**config.mk**
```make
export PLATFORM = sky130hd
export DESIGN_NAME = echo_pulse_range_kalman_core
export DESIGN_NICKNAME = d
export VERILOG_FILES = /design/src/sv/eprk_pkg.sv /design/src/sv/eprk_div.sv /design/src/sv/echo_pulse_range_kalman_core.sv
export SDC_FILE = /design/constraint.sdc
export NUM_CORES = 2
export LEC_CHECK = 0
export BUFFER_PORTS_ARGS = -buffer_cell sky130_fd_sc_hd__buf_2
export CAP_MARGIN = 10
export CORE_ASPECT_RATIO = 1.1
export CORE_MARGIN = 5
export CORE_UTILIZATION = 49
export CTS_BUF_LIST = sky130_fd_sc_hd__clkbuf_8
export DETAILED_ROUTE_END_ITERATION = 6
export HOLD_SLACK_MARGIN = 0.15
export PLACE_DENSITY = 0.73
export SYNTH_ARGS = -nofsm -noshare
export SYNTH_HDL_FRONTEND = slang
export SYNTH_SLANG_ARGS = --single-unit
```
**constraint.sdc**
```tcl
create_clock -name clock -period 12.05 [get_ports clock]
set_input_delay 2.41 -clock clock [delete_from_list [all_inputs] [get_ports clock]]
set_output_delay 2.41 -clock clock [all_outputs]
set_load 0.05 [all_outputs]
```
**src/sv/eprk_pkg.sv**
```systemverilog
package eprk_pkg;

   // op codes of an input word
   localparam logic [1:0] OP_TICK = 2'd0;
   localparam logic [1:0] OP_EDGE = 2'd1;
   localparam logic [1:0] OP_POLL = 2'd2;

   // register indexes on the csr port
   localparam logic [1:0] CSR_PROCESS_NOISE = 2'd0;
   localparam logic [1:0] CSR_MEASURE_NOISE = 2'd1;
   localparam logic [1:0] CSR_INIT_COV      = 2'd2;

   // register reset values, Q0.24 noise, Q8.24 covariance
   localparam logic [23:0] PROCESS_NOISE_RST = 24'd13422;
   localparam logic [23:0] MEASURE_NOISE_RST = 24'd33554;
   localparam logic [31:0] INIT_COV_RST      = 32'd167772160;

   // Q1.24 one, gain width (gain may reach exactly one)
   localparam int          FRAC_W  = 24;
   localparam int          GAIN_W  = 25;
   localparam logic [24:0] ONE_Q24 = 25'h100_0000;

   // centimetres per tick = 17 / 1000
   localparam logic [4:0]  CM_FACTOR  = 5'd17;
   localparam logic [9:0]  CM_DIVISOR = 10'd1000;

   // shared divider operand widths
   localparam int DIV_NUM_W = 56;   // p1 << 24
   localparam int DIV_DEN_W = 33;   // p1 + r

   // shared multiplier operand widths
   localparam int MUL_A_W = 25;
   localparam int MUL_B_W = 32;
   localparam int MUL_P_W = MUL_A_W + MUL_B_W;

endpackage

```
**src/sv/eprk_div.sv**
```systemverilog
module eprk_div #(
   parameter int QUO_W = 25
) (
   input  logic                           clock,
   input  logic                           reset,
   input  logic                           start,
   input  logic [eprk_pkg::DIV_NUM_W-1:0] num,
   input  logic [eprk_pkg::DIV_DEN_W-1:0] den,
   output logic                           done,
   output logic [QUO_W-1:0]               quo
);

   localparam int DEN_W = eprk_pkg::DIV_DEN_W;
   localparam int CNT_W = $clog2(QUO_W + 1);

   logic [DEN_W-1:0] rem_ff, rem_in;
   logic [DEN_W-1:0] den_ff, den_in;
   logic [QUO_W-1:0] quo_ff, quo_in;
   logic [CNT_W-1:0] cnt_ff, cnt_in;
   logic             done_ff, done_in;

   logic [DEN_W:0]   trial;
   logic [DEN_W:0]   diff;
   logic             fits;

   // restoring divide, one quotient bit per cycle; quotient shifts in
   // where the low numerator bits shift out
   assign trial = {rem_ff, quo_ff[QUO_W-1]};
   assign diff  = trial - {1'b0, den_ff};
   assign fits  = (trial >= {1'b0, den_ff});

   always_comb begin
      rem_in  = rem_ff;
      den_in  = den_ff;
      quo_in  = quo_ff;
      cnt_in  = cnt_ff;
      done_in = 1'b0;
      if (start) begin
         // high part (p1 >> 1) is below den = p1 + r
         rem_in = DEN_W'(num >> QUO_W);
         quo_in = num[QUO_W-1:0];
         den_in = den;
         cnt_in = CNT_W'(QUO_W);
      end else if (cnt_ff != '0) begin
         rem_in  = fits ? diff[DEN_W-1:0] : trial[DEN_W-1:0];
         quo_in  = {quo_ff[QUO_W-2:0], fits};
         cnt_in  = cnt_ff - CNT_W'(1);
         done_in = (cnt_ff == CNT_W'(1));
      end
   end

   always_ff @(posedge clock) begin
      if (reset) begin
         cnt_ff  <= '0;
         done_ff <= 1'b0;
      end else begin
         cnt_ff  <= cnt_in;
         done_ff <= done_in;
      end
      rem_ff <= rem_in;
      den_ff <= den_in;
      quo_ff <= quo_in;
   end

   assign done = done_ff;
   assign quo  = quo_ff;

endmodule

```
**src/sv/echo_pulse_range_kalman_core.sv**
```systemverilog
// Ticks, edges and polls with nothing new are taken while idle; a poll's word is
// registered at the accepting edge. A poll with a completed measurement runs two
// reciprocal multiplies for the distance, the divider load and 25 gain steps,
// three multiplies, write-back and hand-off, the input stalled meanwhile, so no
// new word is taken until that poll's word reaches the output register.
// Reset (synchronous): flags, count, estimate cleared, registers and covariance reloaded.
module echo_pulse_range_kalman_core #(
   parameter int OVERFLOW_BITS = 6
) (
   input  logic        clock,
   input  logic        reset,

   input  logic        req_valid,
   output logic        req_stall,
   input  logic [1:0]  req_op,
   input  logic [15:0] req_capture_count,

   output logic        rsp_valid,
   input  logic        rsp_stall,
   output logic [16:0] rsp_distance_cm,
   output logic        rsp_fresh,

   input  logic        csr_write,
   input  logic [1:0]  csr_index,
   input  logic [31:0] csr_wdata
);

   // ticks = overflows * 65536 + capture
   localparam int TICK_W = OVERFLOW_BITS + 16;
   // ticks * 17 / 1000 < 2^(TICK_W - 5)
   localparam int DIST_W = OVERFLOW_BITS + 11;
   localparam int EST_W  = DIST_W + eprk_pkg::FRAC_W;
   localparam int OUT_W  = 17;
   localparam int EXT_W  = (DIST_W > OUT_W) ? DIST_W : OUT_W;
   localparam int NUM_W  = eprk_pkg::DIV_NUM_W;
   localparam int DEN_W  = eprk_pkg::DIV_DEN_W;
   localparam int PW     = eprk_pkg::MUL_P_W;
   localparam int AW     = eprk_pkg::MUL_A_W;

   // distance = (ticks * K) >> RCP_SH, K = ceil(17 * 2^RCP_SH / 1000); with
   // ticks < 2^TICK_W the rounding error stays below 1/1000, so the floor is exact
   localparam int          RCP_SH = TICK_W + 10;
   localparam int          RSUM_W = 2 * TICK_W + 5;
   localparam logic [63:0] RCP_K  = ((64'(eprk_pkg::CM_FACTOR) << RCP_SH) +
                                     64'(eprk_pkg::CM_DIVISOR) - 64'd1) /
                                    64'(eprk_pkg::CM_DIVISOR);
   localparam logic [AW-1:0] RCP_LO = RCP_K[AW-1:0];
   localparam logic [AW-1:0] RCP_HI = RCP_K[2*AW-1:AW];

   // sequencer, one-hot
   typedef enum logic [8:0] {
      ST_IDLE    = 9'b0_0000_0001,
      ST_RCP_LO  = 9'b0_0000_0010,   // ticks * K[lo]
      ST_RCP_HI  = 9'b0_0000_0100,   // ticks * K[hi], sum gives the distance
      ST_GAIN    = 9'b0_0000_1000,   // p1 * 2^24 / (p1 + r) in the divider
      ST_MUL_HI  = 9'b0_0001_0000,   // gain * |d|[hi]
      ST_MUL_LO  = 9'b0_0010_0000,   // gain * |d|[lo]
      ST_MUL_COV = 9'b0_0100_0000,   // (1 - gain) * p1
      ST_UPDATE  = 9'b0_1000_0000,   // estimate and covariance write-back
      ST_RESP    = 9'b1_0000_0000    // hand result word to the output register
   } state_type;

   state_type state_ff, state_in;

   // measurement state
   logic                     done_flag_ff, done_flag_in;
   logic                     armed_ff, armed_in;
   logic [OVERFLOW_BITS-1:0] ovf_ff, ovf_in;
   logic [15:0]              cap_ff, cap_in;

   // filter state and config
   logic [EST_W-1:0]         est_ff, est_in;
   logic [31:0]              cov_ff, cov_in;
   logic [OUT_W-1:0]         last_ff, last_in;
   logic [23:0]              q_ff, q_in;
   logic [23:0]              r_ff, r_in;

   // working registers of one update
   logic [31:0]              p1_ff, p1_in;
   logic [eprk_pkg::GAIN_W-1:0] gain_ff, gain_in;
   logic [EST_W-1:0]         mag_ff, mag_in;
   logic                     up_ff, up_in;
   logic [PW-1:0]            prod_ff, prod_in;
   logic [EST_W-1:0]         acc_ff, acc_in;

   // result word register
   logic                     rsp_valid_ff, rsp_valid_in;
   logic [OUT_W-1:0]         rsp_dist_ff, rsp_dist_in;
   logic                     rsp_fresh_ff, rsp_fresh_in;

   // shared units
   logic                     div_start;
   logic [NUM_W-1:0]         div_num;
   logic [DEN_W-1:0]         div_den;
   logic                     div_done;
   logic [eprk_pkg::GAIN_W-1:0] div_quo;
   logic [eprk_pkg::MUL_A_W-1:0] mul_a;
   logic [eprk_pkg::MUL_B_W-1:0] mul_b;
   logic [PW-1:0]            mul_p;

   // helpers
   logic                     out_free;
   logic                     accept;
   logic [32:0]              p_sum;
   logic [31:0]              p1_sat;
   logic [TICK_W-1:0]        ticks;
   logic [RSUM_W-1:0]        rcp_sum;
   logic [DIST_W-1:0]        dist_cm;
   logic [EST_W-1:0]         meas_q24;
   logic [DEN_W-1:0]         gain_den;
   logic [EXT_W-1:0]         est_int;

   // output register may take a word this cycle
   assign out_free  = !rsp_valid_ff || !rsp_stall;
   // a poll needs the output register; ticks and edges do not
   assign req_stall = (state_ff != ST_IDLE) ||
                      ((req_op == eprk_pkg::OP_POLL) && !out_free);
   assign accept    = req_valid && !req_stall;

   // predicted covariance, saturated at 2^32 - 1
   assign p_sum  = {1'b0, cov_ff} + {9'b0, q_ff};
   assign p1_sat = p_sum[32] ? '1 : p_sum[31:0];

   assign ticks = {ovf_ff, cap_ff};

   // low partial product held in prod_ff, high one straight off the multiplier
   assign rcp_sum  = (RSUM_W'(mul_p) << AW) + RSUM_W'(prod_ff);
   assign dist_cm  = rcp_sum[RCP_SH +: DIST_W];
   assign meas_q24 = {dist_cm, 24'b0};
   assign gain_den = DEN_W'(p1_ff) + DEN_W'(r_ff);

   // divider only computes the gain
   assign div_start = (state_ff == ST_RCP_HI);
   assign div_num   = NUM_W'({p1_ff, 24'b0});
   assign div_den   = gain_den;

   eprk_div #(
      .QUO_W (eprk_pkg::GAIN_W)
   ) u_div (
      .clock (clock),
      .reset (reset),
      .start (div_start),
      .num   (div_num),
      .den   (div_den),
      .done  (div_done),
      .quo   (div_quo)
   );

   // shared multiplier, operands chosen by state
   always_comb begin
      mul_a = '0;
      mul_b = '0;
      unique case (state_ff)
         ST_RCP_LO: begin
            mul_a = RCP_LO;
            mul_b = eprk_pkg::MUL_B_W'(ticks);
         end
         ST_RCP_HI: begin
            mul_a = RCP_HI;
            mul_b = eprk_pkg::MUL_B_W'(ticks);
         end
         ST_MUL_HI: begin
            mul_a = gain_ff;
            mul_b = eprk_pkg::MUL_B_W'(mag_ff[EST_W-1:eprk_pkg::FRAC_W]);
         end
         ST_MUL_LO: begin
            mul_a = gain_ff;
            mul_b = eprk_pkg::MUL_B_W'(mag_ff[eprk_pkg::FRAC_W-1:0]);
         end
         ST_MUL_COV: begin
            mul_a = eprk_pkg::ONE_Q24 - gain_ff;
            mul_b = p1_ff;
         end
         default: begin
            mul_a = '0;
            mul_b = '0;
         end
      endcase
   end

   assign mul_p = PW'(mul_a) * PW'(mul_b);

   // integer part of the new estimate, fitted to the 17-bit result
   assign est_int = EXT_W'(est_in[EST_W-1:eprk_pkg::FRAC_W]);

   always_comb begin
      state_in     = state_ff;
      done_flag_in = done_flag_ff;
      armed_in     = armed_ff;
      ovf_in       = ovf_ff;
      cap_in       = cap_ff;
      est_in       = est_ff;
      cov_in       = cov_ff;
      last_in      = last_ff;
      q_in         = q_ff;
      r_in         = r_ff;
      p1_in        = p1_ff;
      gain_in      = gain_ff;
      mag_in       = mag_ff;
      up_in        = up_ff;
      prod_in      = prod_ff;
      acc_in       = acc_ff;
      rsp_valid_in = rsp_valid_ff && rsp_stall;
      rsp_dist_in  = rsp_dist_ff;
      rsp_fresh_in = rsp_fresh_ff;

      unique case (state_ff)
         ST_IDLE: begin
            if (accept) begin
               unique case (req_op)
                  eprk_pkg::OP_TICK: begin
                     // counts only while armed; the last overflow closes the pulse
                     if (!done_flag_ff && armed_ff) begin
                        if (ovf_ff == '1) begin
                           done_flag_in = 1'b1;
                           cap_in       = 16'hFFFF;
                        end else begin
                           ovf_in = ovf_ff + OVERFLOW_BITS'(1);
                        end
                     end
                  end
                  eprk_pkg::OP_EDGE: begin
                     if (!done_flag_ff) begin
                        if (armed_ff) begin
                           done_flag_in = 1'b1;
                           cap_in       = req_capture_count;
                        end else begin
                           ovf_in   = '0;
                           cap_in   = '0;
                           armed_in = 1'b1;
                        end
                     end
                  end
                  eprk_pkg::OP_POLL: begin
                     if (done_flag_ff) begin
                        // distance by reciprocal multiply starts now
                        p1_in    = p1_sat;
                        state_in = ST_RCP_LO;
                     end else begin
                        // nothing new: repeat last distance
                        rsp_valid_in = 1'b1;
                        rsp_dist_in  = last_ff;
                        rsp_fresh_in = 1'b0;
                     end
                  end
                  default: begin
                     // unused op code: dropped
                  end
               endcase
            end
         end
         ST_RCP_LO: begin
            prod_in  = mul_p;
            state_in = ST_RCP_HI;
         end
         ST_RCP_HI: begin
            // measurement in Q24 parked in acc; gain divide starts now
            acc_in   = meas_q24;
            state_in = ST_GAIN;
         end
         ST_GAIN: begin
            // innovation sign and magnitude, steady while the divider runs
            up_in  = (acc_ff >= est_ff);
            mag_in = (acc_ff >= est_ff) ? (acc_ff - est_ff) : (est_ff - acc_ff);
            if (div_done) begin
               // zero divisor gives zero gain
               gain_in  = (gain_den == '0) ? '0 : div_quo;
               state_in = ST_MUL_HI;
            end
         end
         ST_MUL_HI: begin
            prod_in  = mul_p;
            state_in = ST_MUL_LO;
         end
         ST_MUL_LO: begin
            acc_in   = EST_W'(prod_ff);
            prod_in  = mul_p;
            state_in = ST_MUL_COV;
         end
         ST_MUL_COV: begin
            acc_in   = acc_ff + EST_W'(prod_ff >> eprk_pkg::FRAC_W);
            prod_in  = mul_p;
            state_in = ST_UPDATE;
         end
         ST_UPDATE: begin
            // step never exceeds |d|, so the estimate stays in range
            est_in   = up_ff ? (est_ff + acc_ff) : (est_ff - acc_ff);
            cov_in   = prod_ff[eprk_pkg::FRAC_W +: 32];
            last_in  = est_int[OUT_W-1:0];
            state_in = ST_RESP;
         end
         ST_RESP: begin
            if (out_free) begin
               rsp_valid_in = 1'b1;
               rsp_dist_in  = last_ff;
               rsp_fresh_in = 1'b1;
               done_flag_in = 1'b0;
               armed_in     = 1'b0;
               ovf_in       = '0;
               state_in     = ST_IDLE;
            end
         end
         default: begin
            state_in = ST_IDLE;
         end
      endcase

      // register writes must arrive only while idle; the block does not enforce it
      if (csr_write) begin
         unique case (csr_index)
            eprk_pkg::CSR_PROCESS_NOISE: q_in = csr_wdata[23:0];
            eprk_pkg::CSR_MEASURE_NOISE: r_in = csr_wdata[23:0];
            eprk_pkg::CSR_INIT_COV: begin
               // starting covariance goes straight into the filter
               cov_in = csr_wdata;
            end
            default: begin
               // no register at this index
            end
         endcase
      end
   end

   always_ff @(posedge clock) begin
      if (reset) begin
         state_ff     <= ST_IDLE;
         done_flag_ff <= 1'b0;
         armed_ff     <= 1'b0;
         ovf_ff       <= '0;
         cap_ff       <= '0;
         est_ff       <= '0;
         cov_ff       <= eprk_pkg::INIT_COV_RST;
         last_ff      <= '0;
         q_ff         <= eprk_pkg::PROCESS_NOISE_RST;
         r_ff         <= eprk_pkg::MEASURE_NOISE_RST;
         rsp_valid_ff <= 1'b0;
      end else begin
         state_ff     <= state_in;
         done_flag_ff <= done_flag_in;
         armed_ff     <= armed_in;
         ovf_ff       <= ovf_in;
         cap_ff       <= cap_in;
         est_ff       <= est_in;
         cov_ff       <= cov_in;
         last_ff      <= last_in;
         q_ff         <= q_in;
         r_ff         <= r_in;
         rsp_valid_ff <= rsp_valid_in;
      end
      p1_ff        <= p1_in;
      gain_ff      <= gain_in;
      mag_ff       <= mag_in;
      up_ff        <= up_in;
      prod_ff      <= prod_in;
      acc_ff       <= acc_in;
      rsp_dist_ff  <= rsp_dist_in;
      rsp_fresh_ff <= rsp_fresh_in;
   end

   assign rsp_valid       = rsp_valid_ff;
   assign rsp_distance_cm = rsp_dist_ff;
   assign rsp_fresh       = rsp_fresh_ff;

endmodule

```
After elaboration in Yosys (flattened, before gate mapping)
Index checks and enable logic that the tools add are counted.

Word-level logic and storage cells: 171. Bits in registers: 484. Output and inout port bits: 20. Input bits: 57.

Reductions and logical operators: 34. Add/subtract/negate cells: 11. Order comparisons: 2. Muxes and demuxes: 62. Eq/ne operators: 32. Bitwise logic cells: 1. $mul: 1.

Operators with widths (number): 32-bit case mux with 4 select lines (1); 41-bit two-way mux (3); 41-bit case mux with 3 select lines (1); 25-bit case mux with 4 select lines (1); 32-bit two-way mux (3); 41-bit subtractor (2); 9-bit case mux with 9 select lines (1); 17-bit two-way mux (4); 32-bit by 24-bit adder with 33-bit output (2); 16-bit two-way mux (4); 31-bit two-way mux (2); 25-bit by 32-bit multiplier with 57-bit output (1); 25-bit two-way mux (2); 49-bit adder (1); 9-bit two-way mux (5); 41-bit by 33-bit adder with 41-bit output (1); 41-bit adder (1); 41-bit greater-or-equal comparator (1); 6-bit two-way mux (6); 34-bit by 33-bit greater-or-equal comparator with 1-bit output (1); 17-bit case mux with 2 select lines (1); 33-bit logical NOT (1); 33-bit two-way mux (1); 33-bit subtractor (1); 42 further kinds (96).

Logic depth before layout (Yosys ltp)
Depth after elaboration: 9. Gate-level depth with buffers: 40. Mapped depth without buffers: 39.

By module
A second synthesis with hierarchy kept.

Cells, all modules: 6782. Area total of the unflattened synthesis: 58768.9 um^2.

By module, submodules not included: echo_pulse_range_kalman_core (cells each 6212, area an instance 52861.9 um^2, seq. area each 9899.5 um^2, instances 1); eprk_div (cells each 570, area an instance 5906.9 um^2, seq. area each 2832.7 um^2, instances 1).

Worst setup path after synthesis
OpenSTA, ideal clock, no wires.

Path kind: flip-flop to flip-flop. From: reg gain_ff[0] (netlist name). To: reg prod_ff[46], data pin. Setup slack: 2.503 ns. Arrival time: 9.283 ns. Period minus slack after synthesis: 9.547 ns. Library setup time: 0.263 ns. Buffers on the path: 1. Data required time: 11.787 ns. Cell stages (with the launch flop): 34. Path through: edfxtp_1 -> inv_1 -> ha_1 -> nand2_1 -> or3_1 -> or4b_1 -> or4b_1 -> nor4_2 -> nand2_1 -> xnor2_1 -> a22oi_1 -> clkbuf_1 -> nor2_1 -> fa_1 -> fa_1 -> fa_1 -> fa_1 -> inv_1 -> fa_1 -> inv_1 -> fa_1 -> fa_1 -> ha_1 -> a21o_1 -> a21o_1 -> a21oi_1 -> o21ai_1 -> a31oi_1 -> o31ai_1 -> or4b_1 -> a41o_1 -> a221o_1 -> a21oi_1 -> xnor2_1.

Word-level cells in the longest chain between the ends: 3.

Ends and longest elaborated chain: start: declaration (line echo_pulse_range_kalman_core.sv:80) `logic [eprk_pkg::GAIN_W-1:0] gain_ff, gain_in;`; start signal: assignment (line echo_pulse_range_kalman_core.sv:351) `gain_ff <= gain_in;`; 25-bit subtractor (line echo_pulse_range_kalman_core.sv:171) `mul_a = eprk_pkg::ONE_Q24 - gain_ff;`; 25-bit case mux with 4 select lines * (line echo_pulse_range_kalman_core.sv:153) `unique case (state_ff)`; 25-bit by 32-bit multiplier with 57-bit output * (line echo_pulse_range_kalman_core.sv:181) `assign mul_p = PW'(mul_a) * PW'(mul_b);`; named net mul_p[46] (line echo_pulse_range_kalman_core.sv:99) `logic [PW-1:0] mul_p;`; end signal: assignment (line echo_pulse_range_kalman_core.sv:354) `prod_ff <= prod_in;`; end: declaration (line echo_pulse_range_kalman_core.sv:83) `logic [PW-1:0] prod_ff, prod_in;`.

The timed path passes the listed nets; every way through them passes the cells marked *. A chain may end at the register's enable or synchronous reset.

Final worst setup path
From: reg gain_ff[0] (netlist name). To: reg prod_ff[55], data pin.

The elaborated chain is that of the path after synthesis.

==> out/qor.csv <==
stage,metric,value,unit
grt,first-pass GRT wire length,293,mm
power_and_ir_drop,P_leak,28.0,nW
drt,Detail Route Antenna Nets,0,
outcome,outcome,finished with violations,
logic_synthesis,predominant post-synthesis flop cell,edfxtp_1,
timing,Setup-failing EPs final,0,
worst_setup_path,endpoint class of the critical path,flip-flop,
timing,RSZ-0062 raised after global routing,false,
logic_synthesis,asr flop ratio synth,0,%
worst_setup_path,max incr delay on CP,810,ps
floorplanning,die height,370,um
timing,Final Hold Viols,0,
timing,setup tns final,0,ps
power_and_ir_drop,Power per Cell Area,77.1,nW/um^2
drt,vias,49400,
floorplanning,FP Rows,132,
worst_setup_path,Worst Setup Start Kind,flip-flop,
worst_setup_path,Setup CP Type,reg -> reg,
flow_run,max-cap viol count,0,
final_layout,fin nets,7869,
grt,initial antenna violation count,7,
drt,routed wire length,193,mm
logic_synthesis,Synth Register Bits,484,
worst_setup_path,Arrival @ worst endpoint,11620,ps
drt,Pre-antenna DRT Iters,7,
logic_synthesis,post-synthesis area per instance,8.58,um^2
grt,total congestion overflow,0,
clock_network,Root Driver,clkbuf_8,
clock_network,CTS Buf Count,85,
worst_setup_path,"Max FO, Critical Path",12,
logic_synthesis,cell type with the largest total area after synthesis,fa_1,
grt,gr usage total,30.6,%
worst_setup_path,slowest cell on the critical path,a2111oi_0,
grt,largest net degree at the start of global routing,81,
drt,detailed-route DRC error count,5,
clock_network,post-CTS setup buffers,0,
logic_synthesis,post-synth top area share,24.1,%
logic_synthesis,YS warnings,0,
worst_setup_path,"Req. time, crit path",12510,ps
clock_network,CTS tree,done,
grt,met2 Use GR,47.0,%
logic_synthesis,sequential share of the synthesized area,21.7,%
timing,Worst-Margin Slew,1200,ps
worst_setup_path,R2R setup slack,890,ps
timing,Final Slew Violations,0,
grt,met3 GRT Util,7.24,%
outcome,failing checks,design-rule violations,
final_layout,layout cells sized above 1,5.88,%
clock_network,H-tree levels,3,
clock_network,cts hold-fix bufs,0,
floorplanning,die area,125000,um^2
drt,vias per cell,5.97,
floorplanning,core footprint,117000,um^2
timing,Worst Skew,60.0,ps
clock_network,CTS sink cnt,484,
power_and_ir_drop,Design Power,0.00474,W
logic_synthesis,post-synthesis cell type count,101,
floorplanning,chip width,337,um
clock_network,post-CTS resize count,0,
timing,relative slew slack,19.5,%
clock_network,clk_lat worst skew,750,ps
logic_synthesis,Cells after Synth,6726,
power_and_ir_drop,Peak VDD IR,0.000109,V
logic_synthesis,Synth Net Count,7932,
worst_setup_path,Worst path most repeated cell,fa_1,
clock_network,clk buf depth,3,
floorplanning,Starting Density,49.1,%
grt,GRT met1 Usage,40.7,%
grt,busiest grt layer,met2,
logic_synthesis,Synth area leaders,"fa_1, edfxtp_1, ha_1",
grt,number of global-route vias before repair,48900,
clock_network,"Reg clk slew, reported paths",70,ps
timing,post-route minimum period,11160,ps
timing,Tcrit/Tclk final,92.6,%
final_layout,fillers,10700,
min_path,Tightest Hold Check Type,reg -> reg,
drt,wire per inst,23.3,um
drt,Initial DRC Count,5550,
floorplanning,# IOs,77,
placed_design,dpl hpwl,154,mm
timing,Max Fclk,89.6,MHz
placed_design,PortBufs,76,
logic_synthesis,Syn Std Cell Area,57700,um^2
timing,hold_ws,430,ps
logic_synthesis,number of flops mapped to enable cells by yosys,280,
final_layout,Area Growth Syn to Fin,6.62,%
placed_design,Placer Congestion,1.03,
logic make-up (layout without fill, tap and decap cells):
group / after synthesis / count (layout) / synth area share, %
compound gates: 1336 / 1336 / 14.8
other cells: 0 / 3 / 0
buf+inv: 1275 / 1281 / 8.34
fa+ha+maj: 1149 / 1149 / 33.9
xor+xnor: 265 / 265 / 4.02
simple gates: 2186 / 2186 / 16.7
mux: 31 / 31 / 0.544
flops: 484 / 484 / 21.7
synthesized netlist by cell type, types with 11 or more instances:
cell type,number
and3_1,30
nand2_1,1131
xor2_1,88
xnor2_1,177
o31ai_1,25
nor2_1,523
a21oi_1,443
and2_1,60
a22o_1,19
a21o_1,138
o21ai_1,86
o21ai_0,192
nand3b_1,25
nor3_1,64
nand3_1,67
and2_4,20
ha_1,455
edfxtp_1,280
nor4_1,18
o21a_1,31
fa_1,694
a22oi_1,53
mux2i_1,28
and4_1,14
or3_1,32
a221o_1,16
o31a_1,13
buf_1,15
nor2b_1,43
dfxtp_1,204
nand4_1,53
clkbuf_1,303
a211oi_1,49
inv_1,937
nand2b_1,43
o211ai_1,26
o21bai_1,42
o221ai_1,11
a311oi_1,35
a31oi_1,46
final timing paths:
kind                    from            endpoint  depth (start not counted)
setup reg to reg  gain_ff[0]         prod_ff[55]                         33
hold / removal    last_ff[9]  rsp_distance_cm[9]                          0
hold reg to reg   last_ff[9]  rsp_distance_cm[9]                          0
setup / recovery  gain_ff[0]         prod_ff[55]                         33
power by group:
part / switching, W / total [W] / leakage, nW / internal, W
Sequential: 0.0000916 / 0.00203 / 4.32 / 0.00194
Clock: 0.000755 / 0.00165 / 1.01 / 0.000891
Combinational: 0.000626 / 0.00107 / 22.6 / 0.000445
cell usage in the layout, fill, tap and decap left out, types with 103 or more instances in the layout:
cell	instances
inv_1	960
xnor2_1	177
edfxtp_1	280
ha_1	455
nor2_1	519
a21oi_1	443
nand2_1	1130
dfxtp_1	204
a21o_1	138
o21ai_0	191
fa_1	694
buf_4	103
flip-flops by register name, summed over array words and instances, names as in the netlist, 25 cells and up:
register      count
acc_ff           41
cov_ff           32
est_ff           41
gain_ff          25
mag_ff           41
p1_ff            32
prod_ff          57
u_div.den_ff     33
u_div.quo        25
u_div.rem_ff     33
layout make-up:
| type | instances | area (um^2) | area share [%] |
|---|---|---|---|
| diodes | 3 | 7.51 | 0.0122 |
| clock buffers | 93 | 1280 | 2.08 |
| clock inverters | 63 | 512 | 0.832 |
| inverters | 947 | 3550 | 5.78 |
| multi-input cells | 4967 | 40600 | 66.0 |
| flip-flops and latches | 484 | 12500 | 20.3 |
| well taps | 1541 | 1930 | 3.13 |
| repair buffers | 178 | 1150 | 1.87 |
routing by layer:
layer  wire length [um]  part of all wire [%]
met1              76500                    40
met2              84200                    44
met3              19700                    10
met4              12300                   6.4
met5                 20                 0.010
critical path, delay by kind of cell (launching register included):
family          cells  cell delay (ps)
compound gates      5             1840
xor+xnor            1              130
fa+ha+maj           9             3950
buf+inv             7             1030
flops               1              490
simple gates       11             3430
through the flow:
| step | area, um^2 | std cells | utilization [%] | worst slack [ps] |
|---|---|---|---|---|
| after global placement | 59700 | 8117 | 50.9 | 995 |
| after CTS | 61500 | 8273 | 52.4 | 968 |
| final | 61500 | 8276 | 52.4 | 890 |
| after detailed placement | 59700 | 8117 | 50.9 | 1040 |
| after global routing | 61500 | 8276 | 52.4 | 501 |
| after floorplan | 57700 | 6726 | - | 2500 |
Note: power is estimated with default switching activity, not from simulation.
